## src/rtl/core/cer_pkg.sv

```systemverilog
// Shared definitions for the CIR Euler rate step unit: step codes of the
// microprogram, control word layout, multiplier operand codes, register indexes.
// No dependencies.
`default_nettype none

package cer_pkg;

  localparam int STEP_W = 4;
  typedef logic [STEP_W-1:0] step_t;

  // Microprogram step addresses.
  localparam step_t ST_IDLE      = 4'd0;
  localparam step_t ST_MUL_DIFF  = 4'd1;
  localparam step_t ST_MUL_KAPPA = 4'd2;
  localparam step_t ST_MUL_RATE  = 4'd3;
  localparam step_t ST_SQRT_GO   = 4'd4;
  localparam step_t ST_SQRT_WAIT = 4'd5;
  localparam step_t ST_MUL_SIGMA = 4'd6;
  localparam step_t ST_LOAD_S    = 4'd7;
  localparam step_t ST_MUL_SLO   = 4'd8;
  localparam step_t ST_MUL_SHI   = 4'd9;
  localparam step_t ST_ACC       = 4'd10;
  localparam step_t ST_FINISH    = 4'd11;

  // Multiplier operand selection.
  typedef logic [2:0] mul_op_t;
  localparam mul_op_t MUL_NONE  = 3'd0;
  localparam mul_op_t MUL_D_DT  = 3'd1;
  localparam mul_op_t MUL_K_A   = 3'd2;
  localparam mul_op_t MUL_R_DT  = 3'd3;
  localparam mul_op_t MUL_SIG_Q = 3'd4;
  localparam mul_op_t MUL_SLO_Z = 3'd5;
  localparam mul_op_t MUL_SHI_Z = 3'd6;

  // Condition that lets the sequencer leave the current step.
  typedef logic [1:0] cond_t;
  localparam cond_t COND_ALWAYS = 2'd0;
  localparam cond_t COND_IN     = 2'd1;
  localparam cond_t COND_SQ     = 2'd2;
  localparam cond_t COND_OUT    = 2'd3;

  typedef struct packed {
    logic    accept;
    mul_op_t mul_op;
    logic    ld_dmag;
    logic    sq_start;
    logic    ld_s;
    logic    ld_acc;
    logic    add_acc;
    logic    finish;
    cond_t   cond;
    step_t   nxt;
  } ctrl_t;

  // Configuration register indexes.
  localparam int CFG_IDX_W = 3;
  localparam logic [CFG_IDX_W-1:0] CFG_KAPPA = 3'd0;
  localparam logic [CFG_IDX_W-1:0] CFG_THETA = 3'd1;
  localparam logic [CFG_IDX_W-1:0] CFG_SIGMA = 3'd2;
  localparam logic [CFG_IDX_W-1:0] CFG_DT    = 3'd3;
  localparam logic [CFG_IDX_W-1:0] CFG_R0    = 3'd4;

  localparam int Z_FRAC = 12;

endpackage

`default_nettype wire

```

## src/rtl/core/cer_ucode_rom.sv

```systemverilog
// Microprogram store of the CIR Euler rate step unit: maps a step address
// to its control word. Depends on cer_pkg.
`default_nettype none

module cer_ucode_rom
  import cer_pkg::*;
(
  input  wire step_t step,
  output ctrl_t      ctrl
);

  always_comb begin
    ctrl = '0;
    unique case (step)
      ST_IDLE: begin
        ctrl.accept = 1'b1;
        ctrl.cond   = COND_IN;
        ctrl.nxt    = ST_MUL_DIFF;
      end
      ST_MUL_DIFF: begin
        ctrl.mul_op = MUL_D_DT;
        ctrl.nxt    = ST_MUL_KAPPA;
      end
      ST_MUL_KAPPA: begin
        ctrl.mul_op = MUL_K_A;
        ctrl.nxt    = ST_MUL_RATE;
      end
      ST_MUL_RATE: begin
        ctrl.ld_dmag = 1'b1;
        ctrl.mul_op  = MUL_R_DT;
        ctrl.nxt     = ST_SQRT_GO;
      end
      ST_SQRT_GO: begin
        ctrl.sq_start = 1'b1;
        ctrl.nxt      = ST_SQRT_WAIT;
      end
      ST_SQRT_WAIT: begin
        ctrl.cond = COND_SQ;
        ctrl.nxt  = ST_MUL_SIGMA;
      end
      ST_MUL_SIGMA: begin
        ctrl.mul_op = MUL_SIG_Q;
        ctrl.nxt    = ST_LOAD_S;
      end
      ST_LOAD_S: begin
        ctrl.ld_s = 1'b1;
        ctrl.nxt  = ST_MUL_SLO;
      end
      ST_MUL_SLO: begin
        ctrl.mul_op = MUL_SLO_Z;
        ctrl.nxt    = ST_MUL_SHI;
      end
      ST_MUL_SHI: begin
        ctrl.ld_acc = 1'b1;
        ctrl.mul_op = MUL_SHI_Z;
        ctrl.nxt    = ST_ACC;
      end
      ST_ACC: begin
        ctrl.add_acc = 1'b1;
        ctrl.nxt     = ST_FINISH;
      end
      ST_FINISH: begin
        ctrl.finish = 1'b1;
        ctrl.cond   = COND_OUT;
        ctrl.nxt    = ST_IDLE;
      end
      default: begin
        ctrl.nxt = ST_IDLE;
      end
    endcase
  end

endmodule

`default_nettype wire

```

## src/rtl/core/cer_isqrt.sv

```systemverilog
// Iterative integer square root, one result bit per cycle (restoring method).
// Standalone; used by the CIR Euler rate step unit.
`default_nettype none

module cer_isqrt #(
  parameter int QW = 28
) (
  input  wire            clk,
  input  wire            rst_n,
  input  wire            start,
  input  wire [2*QW-1:0] radicand,
  output logic           done,
  output logic [QW-1:0]  root
);

  localparam int RW = 2 * QW;
  localparam int CW = $clog2(QW + 1);

  logic [RW-1:0] rad_r;
  logic [QW:0]   rem_r;
  logic [QW-1:0] root_r;
  logic [CW-1:0] cnt_r;
  logic          busy_r;

  logic [QW+2:0] rem_sh;
  logic [QW+2:0] trial;
  logic          ge;

  assign rem_sh = {rem_r, rad_r[RW-1 -: 2]};
  assign trial  = (QW + 3)'({root_r, 2'b01});
  assign ge     = rem_sh >= trial;

  always_ff @(posedge clk) begin
    if (!rst_n) begin
      busy_r <= 1'b0;
      cnt_r  <= '0;
    end else if (start) begin
      busy_r <= 1'b1;
      cnt_r  <= CW'(QW);
    end else if (busy_r) begin
      cnt_r <= cnt_r - CW'(1);
      if (cnt_r == CW'(1)) begin
        busy_r <= 1'b0;
      end
    end
  end

  always_ff @(posedge clk) begin
    if (start) begin
      rad_r  <= radicand;
      rem_r  <= '0;
      root_r <= '0;
    end else if (busy_r) begin
      rad_r  <= {rad_r[RW-3:0], 2'b00};
      rem_r  <= ge ? (QW + 1)'(rem_sh - trial) : rem_sh[QW:0];
      root_r <= {root_r[QW-2:0], ge};
    end
  end

  assign done = !busy_r;
  assign root = root_r;

endmodule

`default_nettype wire

```

## src/rtl/core/cir_euler_rate_step_unit.sv

```systemverilog
// Top level of the CIR Euler rate step unit: microcode sequencer, shared
// 32x32 multiplier datapath and configuration registers.
// Depends on cer_pkg, cer_ucode_rom and cer_isqrt.
//
// One word in gives one word out: an Euler step with full truncation of a
// CIR short-rate path, r' = r + kappa*(theta-r)*dt + sigma*sqrt(r*dt)*Z,
// clamped at zero and saturated at the top of the 32-bit range. A word with
// start_path set first reloads the stored rate from the R0 configuration
// register. The block works on one word at a time; its pace is set by the
// square root unit, which produces one root bit per cycle, and by the
// single multiplier that the microprogram uses for all six partial products in
// turn. A finished result waits in the output register while the next word is
// taken. The user must write configuration through cfg_we/cfg_index/cfg_data
// only while the block is idle; the block itself does not enforce this.
// Indexes beyond the register list are ignored.
`default_nettype none

module cir_euler_rate_step_unit
  import cer_pkg::*;
#(
  parameter int FRAC_BITS = 24
) (
  input  wire                 clk,
  input  wire                 rst_n,
  input  wire                 cfg_we,
  input  wire [CFG_IDX_W-1:0] cfg_index,
  input  wire [31:0]          cfg_data,
  input  wire                 in_valid,
  output logic                in_stall,
  input  wire                 in_start_path,
  input  wire signed [15:0]   in_normal_sample,
  output logic                out_valid,
  input  wire                 out_stall,
  output logic [31:0]         out_next_rate
);

  localparam int QW   = (33 + FRAC_BITS) / 2;
  localparam int RW   = 2 * QW;
  localparam int DW   = 64 - FRAC_BITS;
  localparam int SW   = 32 + QW - FRAC_BITS;
  localparam int AW   = SW + 16;
  localparam int FW   = AW - Z_FRAC;
  localparam int MW   = (DW > FW) ? DW : FW;
  localparam int SUMW = MW + 3;

  // Configuration registers.
  logic [31:0] kappa_r, theta_r, sigma_r, dt_r, r0_r;

  always_ff @(posedge clk) begin
    if (!rst_n) begin
      kappa_r <= '0;
      theta_r <= '0;
      sigma_r <= '0;
      dt_r    <= '0;
      r0_r    <= '0;
    end else if (cfg_we) begin
      unique case (cfg_index)
        CFG_KAPPA: kappa_r <= cfg_data;
        CFG_THETA: theta_r <= cfg_data;
        CFG_SIGMA: sigma_r <= cfg_data;
        CFG_DT:    dt_r    <= cfg_data;
        CFG_R0:    r0_r    <= cfg_data;
        default: ;
      endcase
    end
  end

  // Sequencer.
  step_t step_r, step_nxt;
  ctrl_t ctrl;
  logic  cond_met;
  logic  sq_done;
  logic  out_valid_r;
  logic  in_take;

  cer_ucode_rom u_rom (
    .step (step_r),
    .ctrl (ctrl)
  );

  always_comb begin
    unique case (ctrl.cond)
      COND_ALWAYS: cond_met = 1'b1;
      COND_IN:     cond_met = in_valid;
      COND_SQ:     cond_met = sq_done;
      COND_OUT:    cond_met = !out_valid_r || !out_stall;
      default:     cond_met = 1'b1;
    endcase
  end

  assign step_nxt = cond_met ? ctrl.nxt : step_r;
  assign in_stall = !ctrl.accept;
  assign in_take  = in_valid && ctrl.accept;

  always_ff @(posedge clk) begin
    if (!rst_n) begin
      step_r <= ST_IDLE;
    end else begin
      step_r <= step_nxt;
    end
  end

  // Datapath.
  logic [31:0]    rate_r;
  logic [31:0]    rate_sel;
  logic [31:0]    d_r;
  logic           dneg_r;
  logic [15:0]    zmag_r;
  logic           zneg_r;
  logic [15:0]    z_bits;
  logic [63:0]    prod_r;
  logic [31:0]    mul_a, mul_b;
  logic [DW-1:0]  dmag_r;
  logic [SW-1:0]  s_r;
  logic [AW-1:0]  acc_r;
  logic [QW-1:0]  q;
  logic [31:0]    out_rate_r;
  logic [31:0]    step_result;

  assign rate_sel = in_start_path ? r0_r : rate_r;
  assign z_bits   = in_normal_sample;

  always_ff @(posedge clk) begin
    if (!rst_n) begin
      rate_r <= '0;
    end else if (in_take) begin
      rate_r <= rate_sel;
    end else if (ctrl.finish && cond_met) begin
      rate_r <= step_result;
    end
  end

  always_ff @(posedge clk) begin
    if (in_take) begin
      if (theta_r >= rate_sel) begin
        d_r    <= theta_r - rate_sel;
        dneg_r <= 1'b0;
      end else begin
        d_r    <= rate_sel - theta_r;
        dneg_r <= 1'b1;
      end
      zneg_r <= z_bits[15];
      zmag_r <= z_bits[15] ? (~z_bits + 16'd1) : z_bits;
    end
  end

  always_comb begin
    unique case (ctrl.mul_op)
      MUL_D_DT: begin
        mul_a = d_r;
        mul_b = dt_r;
      end
      MUL_K_A: begin
        mul_a = kappa_r;
        mul_b = prod_r[63:32];
      end
      MUL_R_DT: begin
        mul_a = rate_r;
        mul_b = dt_r;
      end
      MUL_SIG_Q: begin
        mul_a = sigma_r;
        mul_b = 32'(q);
      end
      MUL_SLO_Z: begin
        mul_a = s_r[31:0];
        mul_b = 32'(zmag_r);
      end
      MUL_SHI_Z: begin
        mul_a = 32'(s_r[SW-1:32]);
        mul_b = 32'(zmag_r);
      end
      default: begin
        mul_a = '0;
        mul_b = '0;
      end
    endcase
  end

  always_ff @(posedge clk) begin
    if (ctrl.mul_op != MUL_NONE) begin
      prod_r <= mul_a * mul_b;
    end
    if (ctrl.ld_dmag) begin
      dmag_r <= prod_r[63:FRAC_BITS];
    end
    if (ctrl.ld_s) begin
      s_r <= prod_r[SW+FRAC_BITS-1:FRAC_BITS];
    end
    if (ctrl.ld_acc) begin
      acc_r <= prod_r[AW-1:0];
    end else if (ctrl.add_acc) begin
      // The upper partial product of s*|Z| weighs 2^32.
      acc_r <= acc_r + {prod_r[AW-33:0], 32'd0};
    end
  end

  cer_isqrt #(
    .QW (QW)
  ) u_isqrt (
    .clk      (clk),
    .rst_n    (rst_n),
    .start    (ctrl.sq_start),
    .radicand (RW'({prod_r[63:32], {FRAC_BITS{1'b0}}})),
    .done     (sq_done),
    .root     (q)
  );

  // Exact signed sum of rate, drift and diffusion, then clamp and saturate.
  logic [SUMW-1:0] dext, fext, sum;

  assign dext = SUMW'(dmag_r);
  assign fext = SUMW'(acc_r[AW-1:Z_FRAC]);
  assign sum  = SUMW'(rate_r)
              + (dneg_r ? (~dext + SUMW'(1)) : dext)
              + (zneg_r ? (~fext + SUMW'(1)) : fext);

  always_comb begin
    priority if (sum[SUMW-1]) begin
      step_result = '0;
    end else if (|sum[SUMW-2:32]) begin
      step_result = '1;
    end else begin
      step_result = sum[31:0];
    end
  end

  always_ff @(posedge clk) begin
    if (!rst_n) begin
      out_valid_r <= 1'b0;
    end else if (ctrl.finish && cond_met) begin
      out_valid_r <= 1'b1;
    end else if (!out_stall) begin
      out_valid_r <= 1'b0;
    end
  end

  always_ff @(posedge clk) begin
    if (ctrl.finish && cond_met) begin
      out_rate_r <= step_result;
    end
  end

  assign out_valid     = out_valid_r;
  assign out_next_rate = out_rate_r;

  // An accepted word always starts the program at its first arithmetic step.
  a_accept_starts: assert property (@(posedge clk) disable iff (!rst_n)
    (in_valid && !in_stall) |=> (step_r == ST_MUL_DIFF))
    else $error("accepted word did not start the microprogram");

  // A result only appears out of the final step of the program.
  a_out_from_finish: assert property (@(posedge clk) disable iff (!rst_n)
    $rose(out_valid_r) |-> ($past(step_r) == ST_FINISH))
    else $error("result raised outside the final step");

  // The root must be ready before it is multiplied by sigma.
  a_root_ready: assert property (@(posedge clk) disable iff (!rst_n)
    (step_r == ST_MUL_SIGMA) |-> sq_done)
    else $error("square root still busy when its result is used");

  // No result word may be overwritten while it is still stalled.
  a_no_overwrite: assert property (@(posedge clk) disable iff (!rst_n)
    (out_valid_r && out_stall) |=> (out_valid_r && $stable(out_rate_r)))
    else $error("pending result was lost or overwritten");

endmodule

`default_nettype wire
```

## config.mk

```make
export PLATFORM = sky130hd
export DESIGN_NAME = cir_euler_rate_step_unit
export DESIGN_NICKNAME = d
export VERILOG_FILES = /design/src/rtl/core/cer_pkg.sv /design/src/rtl/core/cer_ucode_rom.sv /design/src/rtl/core/cer_isqrt.sv /design/src/rtl/core/cir_euler_rate_step_unit.sv
export SDC_FILE = /design/constraint.sdc
export NUM_CORES = 2
export LEC_CHECK = 0
export ABC_AREA = 1
export BUFFER_PORTS_ARGS = -buffer_cell sky130_fd_sc_hd__buf_2
export CORE_ASPECT_RATIO = 1.1
export CORE_MARGIN = 1
export CORE_UTILIZATION = 66
export DETAILED_ROUTE_END_ITERATION = 8
export HOLD_SLACK_MARGIN = 0.03
export PLACE_DENSITY = 0.87
export SYNTH_ARGS = -nofsm -noshare
export SYNTH_HDL_FRONTEND = slang
export SYNTH_HIERARCHICAL = 1
export SYNTH_SLANG_ARGS = --single-unit
```

## constraint.sdc

```tcl
create_clock -name clk -period 12.1 [get_ports clk]
set_clock_uncertainty 0.1 [all_clocks]
set_input_delay 0.605 -clock clk [delete_from_list [all_inputs] [get_ports clk]]
set_output_delay 0.605 -clock clk [all_outputs]
set_load 0.005 [all_outputs]
```

# After elaboration in Yosys (flattened, before gate mapping)
# Index checks and enable logic that the tools add are counted.
# Widths: inputs -> output; s select.
dict set report totals {
  ff_bits 566
  in_bits 57
  out_inout_bits 34
}
dict set report op_classes {
  add_sub_neg 10
  multipliers 1
  n_lt_le_gt_ge 2
  n_eq_ne 26
  n_mux 35
  bitwise 4
  reduce_logical 23
}
# operator count
set op_table {}
lappend op_table {{$mux 32} 6}
lappend op_table {{$pmux 32 s6} 1}
lappend op_table {{$pmux 32 s4} 1}
lappend op_table {{$mux 56} 2}
lappend op_table {{$mux 52} 2}
lappend op_table {{$add 43x1->43 const B} 2}
lappend op_table {{$mux 43} 2}
lappend op_table {{$not 40->43} 2}
lappend op_table {{$mul 32x32->64} 1}
lappend op_table {{$sub 32x32->32} 2}
lappend op_table {{$add 52x52->52} 1}
lappend op_table {{$pmux 4 s11} 1}
lappend op_table {{$add 32x43->43} 1}
lappend op_table {{$add 43x43->43} 1}
lappend op_table {{$ge 32x32->1} 1}
lappend op_table {{$ge 31x30->1} 1}
lappend op_table {{$mux 29} 1}
lappend op_table {{$sub 29x29->29} 1}
lappend op_table {{$pmux 3 s6} 1}
lappend op_table {{$add 16x1->16 const B} 1}
lappend op_table {{$eq 4x3->1 const B} 4}
lappend op_table {{$eq 4x4->1 const B} 4}
lappend op_table {{$not 16->16} 1}
lappend op_table {{$mux 15} 1}
lappend op_table {{26 further kinds} 60}

# Logic depth before layout (Yosys ltp)
dict set report depth {
  word_depth 10
  depth_mapped 43
  ltp_nobuf 42
}

# By module
# The synthesis kept the hierarchy.
# mod instances cells_per_inst area_per_inst_um2 seq_area_each_um2
set modules_own_cells {}
lappend modules_own_cells {cir_euler_rate_step_unit 1 7641 61447.7 11811.3}
lappend modules_own_cells {cer_isqrt 1 1003 7156.9 2942.8}
lappend modules_own_cells {cer_ucode_rom 1 47 190.2 0.0}

# Worst setup path after synthesis
# OpenSTA, ideal clock, no wires.
dict set report synth_timing {
  path_kind {register -> register}
  startpoint {register step_r[3]}
  endpoint {register prod_r[51], data pin}
  arrival_ns 8.021
  slack_ns 3.720
  stages_incl_launch_ff 39
  n_path_buf 2
  period_less_slack_ns 8.380
  path_cell_list {dfxtp_1 -> inv_2 -> nor2_4 -> nand2_1 -> nand2_1 -> nor2_1 -> nand2_1 -> inv_2 -> clkbuf_1 -> nand2_1 -> o211ai_1 -> nor2_1 -> clkbuf_1 -> nor2_1 -> fa_1 -> inv_1 -> fa_1 -> fa_1 -> [... 3 more ...] -> inv_1 -> fa_1 -> inv_1 -> fa_1 -> inv_1 -> fa_1 -> inv_1 -> ha_1 -> a21oi_1 -> a21boi_0 -> o21ai_0 -> nand2_1 -> nand3_1 -> a31oi_1 -> o21ai_0 -> nand2_1 -> nand2_1 -> xor2_1}
}
# item line_no
set synth_rtl {}
lappend synth_rtl {{start, declared} cir_euler_rate_step_unit.sv:69} ;# step_t step_r, step_nxt;
lappend synth_rtl {{start signal, assigned} cir_euler_rate_step_unit.sv:99} ;# step_r <= step_nxt;
lappend synth_rtl {{end signal, assigned} cir_euler_rate_step_unit.sv:182} ;# prod_r <= mul_a * mul_b;
lappend synth_rtl {{end, declared} cir_euler_rate_step_unit.sv:111} ;# logic [63:0] prod_r;

==> run_results.csv <==
group,metric,value,unit
run_status,status,"finished with violations",
run_status,violations,"design-rule violations, max-capacitance violations, max-slew violations",
global_route,grt_pass1_vias,63500,
sta,tightest_slew,1.61,ns
layout,final_core_util,70.5,%
logic_synthesis,ys_warn_count,6,
setup_path,cp_common_cell,"fa_1",
logic_synthesis,synth_ff_type,"edfxtp_1",
pwr,power,9.56,mW
floorplan,die_y,341,µm
sta,clock.fmax,0.0886,GHz
global_route,antenna_found_initial,17,
setup_path,worstSetupEndpointType,"register",
route,ant_nets,0,
route,routed_wl,262000,µm
cts,cts_tree,"yes",
cts,cts_setup_buffers,0,
setup_path,slowest_stage,"clkinv_1",
cts,cts-resized-gates,0,
job,drv_cap,1,
route,via_count,62300,
logic_synthesis,yosysSeqAreaShare,21.4,%
sta,rsz0062_at_grt,"false",
logic_synthesis,synth_top_area_share,27.1,%
logic_synthesis,synth_largest_area_cell,"fa_1",
place,place.gp.congestion,1.10,
layout,nets,10100,
setup_path,worstSetupPathType,"register to register",
cts,clk_pin_slew,0.06,ns
route,route.detailed.drc,51,
sta,drv_slew,8,
global_route,grt_usage,50.4,%
setup_path,crit_path_max_incr_delay,0.78,ns
global_route,grt_first_pass_wirelength,387000,µm
logic_synthesis,synth_cell_types,73,
route,vias_per_cell,6.18,
layout,area_growth,5.30,%
worst_hold_path,worstHoldStart,"in_normal_sample[0]",
sta,slew_headroom,-7.95,%
setup_path,cp-start-kind,"register",
layout,final_common_cell,"inv_1",
sta,fin_crit,11.29,ns
sta,finalSetupViolations,0,
setup_path,cp.arrival,11.59,ns
cts,insertion_delay,0.66,ns
global_route,grt_max_degree,67,
logic_synthesis,syn_inst,8691,
floorplan,core.rowCount,123,
cts,cts_made_buffers,55,
layout,drive_above_1_share,5.69,%
logic_synthesis,ys_ff_latch,578,
route,avgRoutedWirePerCell,26.0,µm
sta,tns,0,ns
layout,mostFrequentLayoutCells,"inv_1, nand2_1, nor2_1, fa_1, ha_1",
pwr,peakVddDrop,129,µV
cts,cts_root_buf,"clkbuf_16",
setup_path,cp.required,12.40,ns
worst_hold_path,min_path_type,"primary input to register",
pwr,p_leak,35.1,nW
route,drt_first_pass_iters,9,
logic_synthesis,synth-async-reset-ratio,0,%
route,drtIter0Drc,8188,
pwr,power_density,132,nW/µm²
logic_synthesis,synth_area_leaders,"fa_1, edfxtp_1, inv_1, nand2_1, ha_1",
logic_synthesis,syn_avg_cell_area,7.92,µm²
setup_path,worstPathMaxFanout,44,
sta,final.period_utilization,93.3,%
global_route,grt-ovfl-total,0,
sta,hold_viol,0,
cts,hold_buffers,0,
floorplan,core,103000,µm²
floorplan,ios,91,
place,numPortBuffers,90,
place,hpwl,204000,µm
sta,hold_ws,0.131,ns
setup_path,r2r-start,"step_r[0]$_SDFFE_PN0N_",
cts,clockBufferDepth,3,
floorplan,die_area,106000,µm²
setup_path,cp-startpoint,"step_r[0]$_SDFFE_PN0N_",
cts,htree_levels,2,
place,dp_slack,1.26,ns
logic_synthesis,synth_edf_count,318,
sta,layout_setup_ws,0.812,ns
cts,clkSinkCount,578,
floorplan,initial_core_util,66.9,%
logic_synthesis,syn_area,68800,µm²
floorplan,die_x,310,µm
==> cell usage after synthesis, types with 40 or more instances <==
library cell  number
o21ai_0          371
ha_1             431
nor3_1            58
a22o_1            41
a21oi_2           42
a31oi_1           40
xnor2_1           86
a21oi_1          410
nand3_1          205
edfxtp_1         318
o22ai_1           60
fa_1             932
buf_2             68
nand2_1         1734
clkbuf_1         218
nor2_1          1089
xor2_1           141
dfxtp_1          260
inv_1           1752
==> metrics by stage <==
stage          instance area (µm²)  std cells
2_1_floorplan                68900       8714
3_3_place_gp                 70600       9977
3_5_place_dp                 70600       9977
4_1_cts                      72400      10100
5_1_grt                      72400      10100
6_report                     72400      10100
==> logic make-up after synthesis <==
group           synth area share, %
simple gates                   18.9
compound gates                 9.76
xor+xnor                       2.94
buf+inv                        11.9
fa+ha+maj                      35.0
other cells                 0.00545
mux                          0.0291
flops                          21.4
==> path summary, 6_finish.rpt <==
kind	depth (start not counted)	slack (ns)	to
worst max-delay path	35	0.81	prod_r[58]$_DFFE_PP_
worst min-delay path	1	0.13	zmag_r[0]$_DFFE_PP_
worst max register to register	35	0.81	prod_r[58]$_DFFE_PP_
worst min register to register	2	0.35	dt_r[0]$_SDFFE_PN0P_
==> layer usage <==
layer,GRT usage (%),share of wire (%),routed length [µm]
met4,47.9,12,32600
met1,55.9,32,83600
met2,74.9,42,111000
met3,18.0,14,35800
met5,0.274,0.021,56
==> report_power, final <==
part | switching, mW | total (mW) | internal (mW) | leakage [nW]
Combinational | 3.62 | 5.03 | 1.41 | 29.2
Clock | 0.800 | 1.76 | 0.955 | 0.861
Sequential | 0.334 | 2.77 | 2.44 | 5.03
==> registers in the layout (all words and copies together), names as in the netlist, 28 cells and up <==
name,flops
acc_r,40
d_r,32
dmag_r,40
dt_r,32
kappa_r,32
out_next_rate,32
prod_r,64
r0_r,32
rate_r,32
s_r,36
sigma_r,32
theta_r,32
u_isqrt/rad_r,56
u_isqrt/rem_r,29
u_isqrt/root,28
==> final cells by class <==
class / instances / area, µm²
multi-input combinational: 6014 / 46100
tap: 1375 / 1720
clock inverter: 30 / 299
clock buffer: 72 / 1480
fill: 8292 / 30400
timing repair buffer: 205 / 1330
inverter: 1805 / 6780
antenna: 12 / 30.0
sequential: 578 / 14800
==> critical path: cells and delay by family, from the launching register on <==
family                     cells  cell delay (ns)
AOI/OAI and AO/OA              3             1.06
and+or+nand+nor               14             3.17
buffers and inverters          9             1.90
adders and majority gates      9             4.32
DFF                            1             0.43
Note: power is estimated with default switching activity, not from simulation.
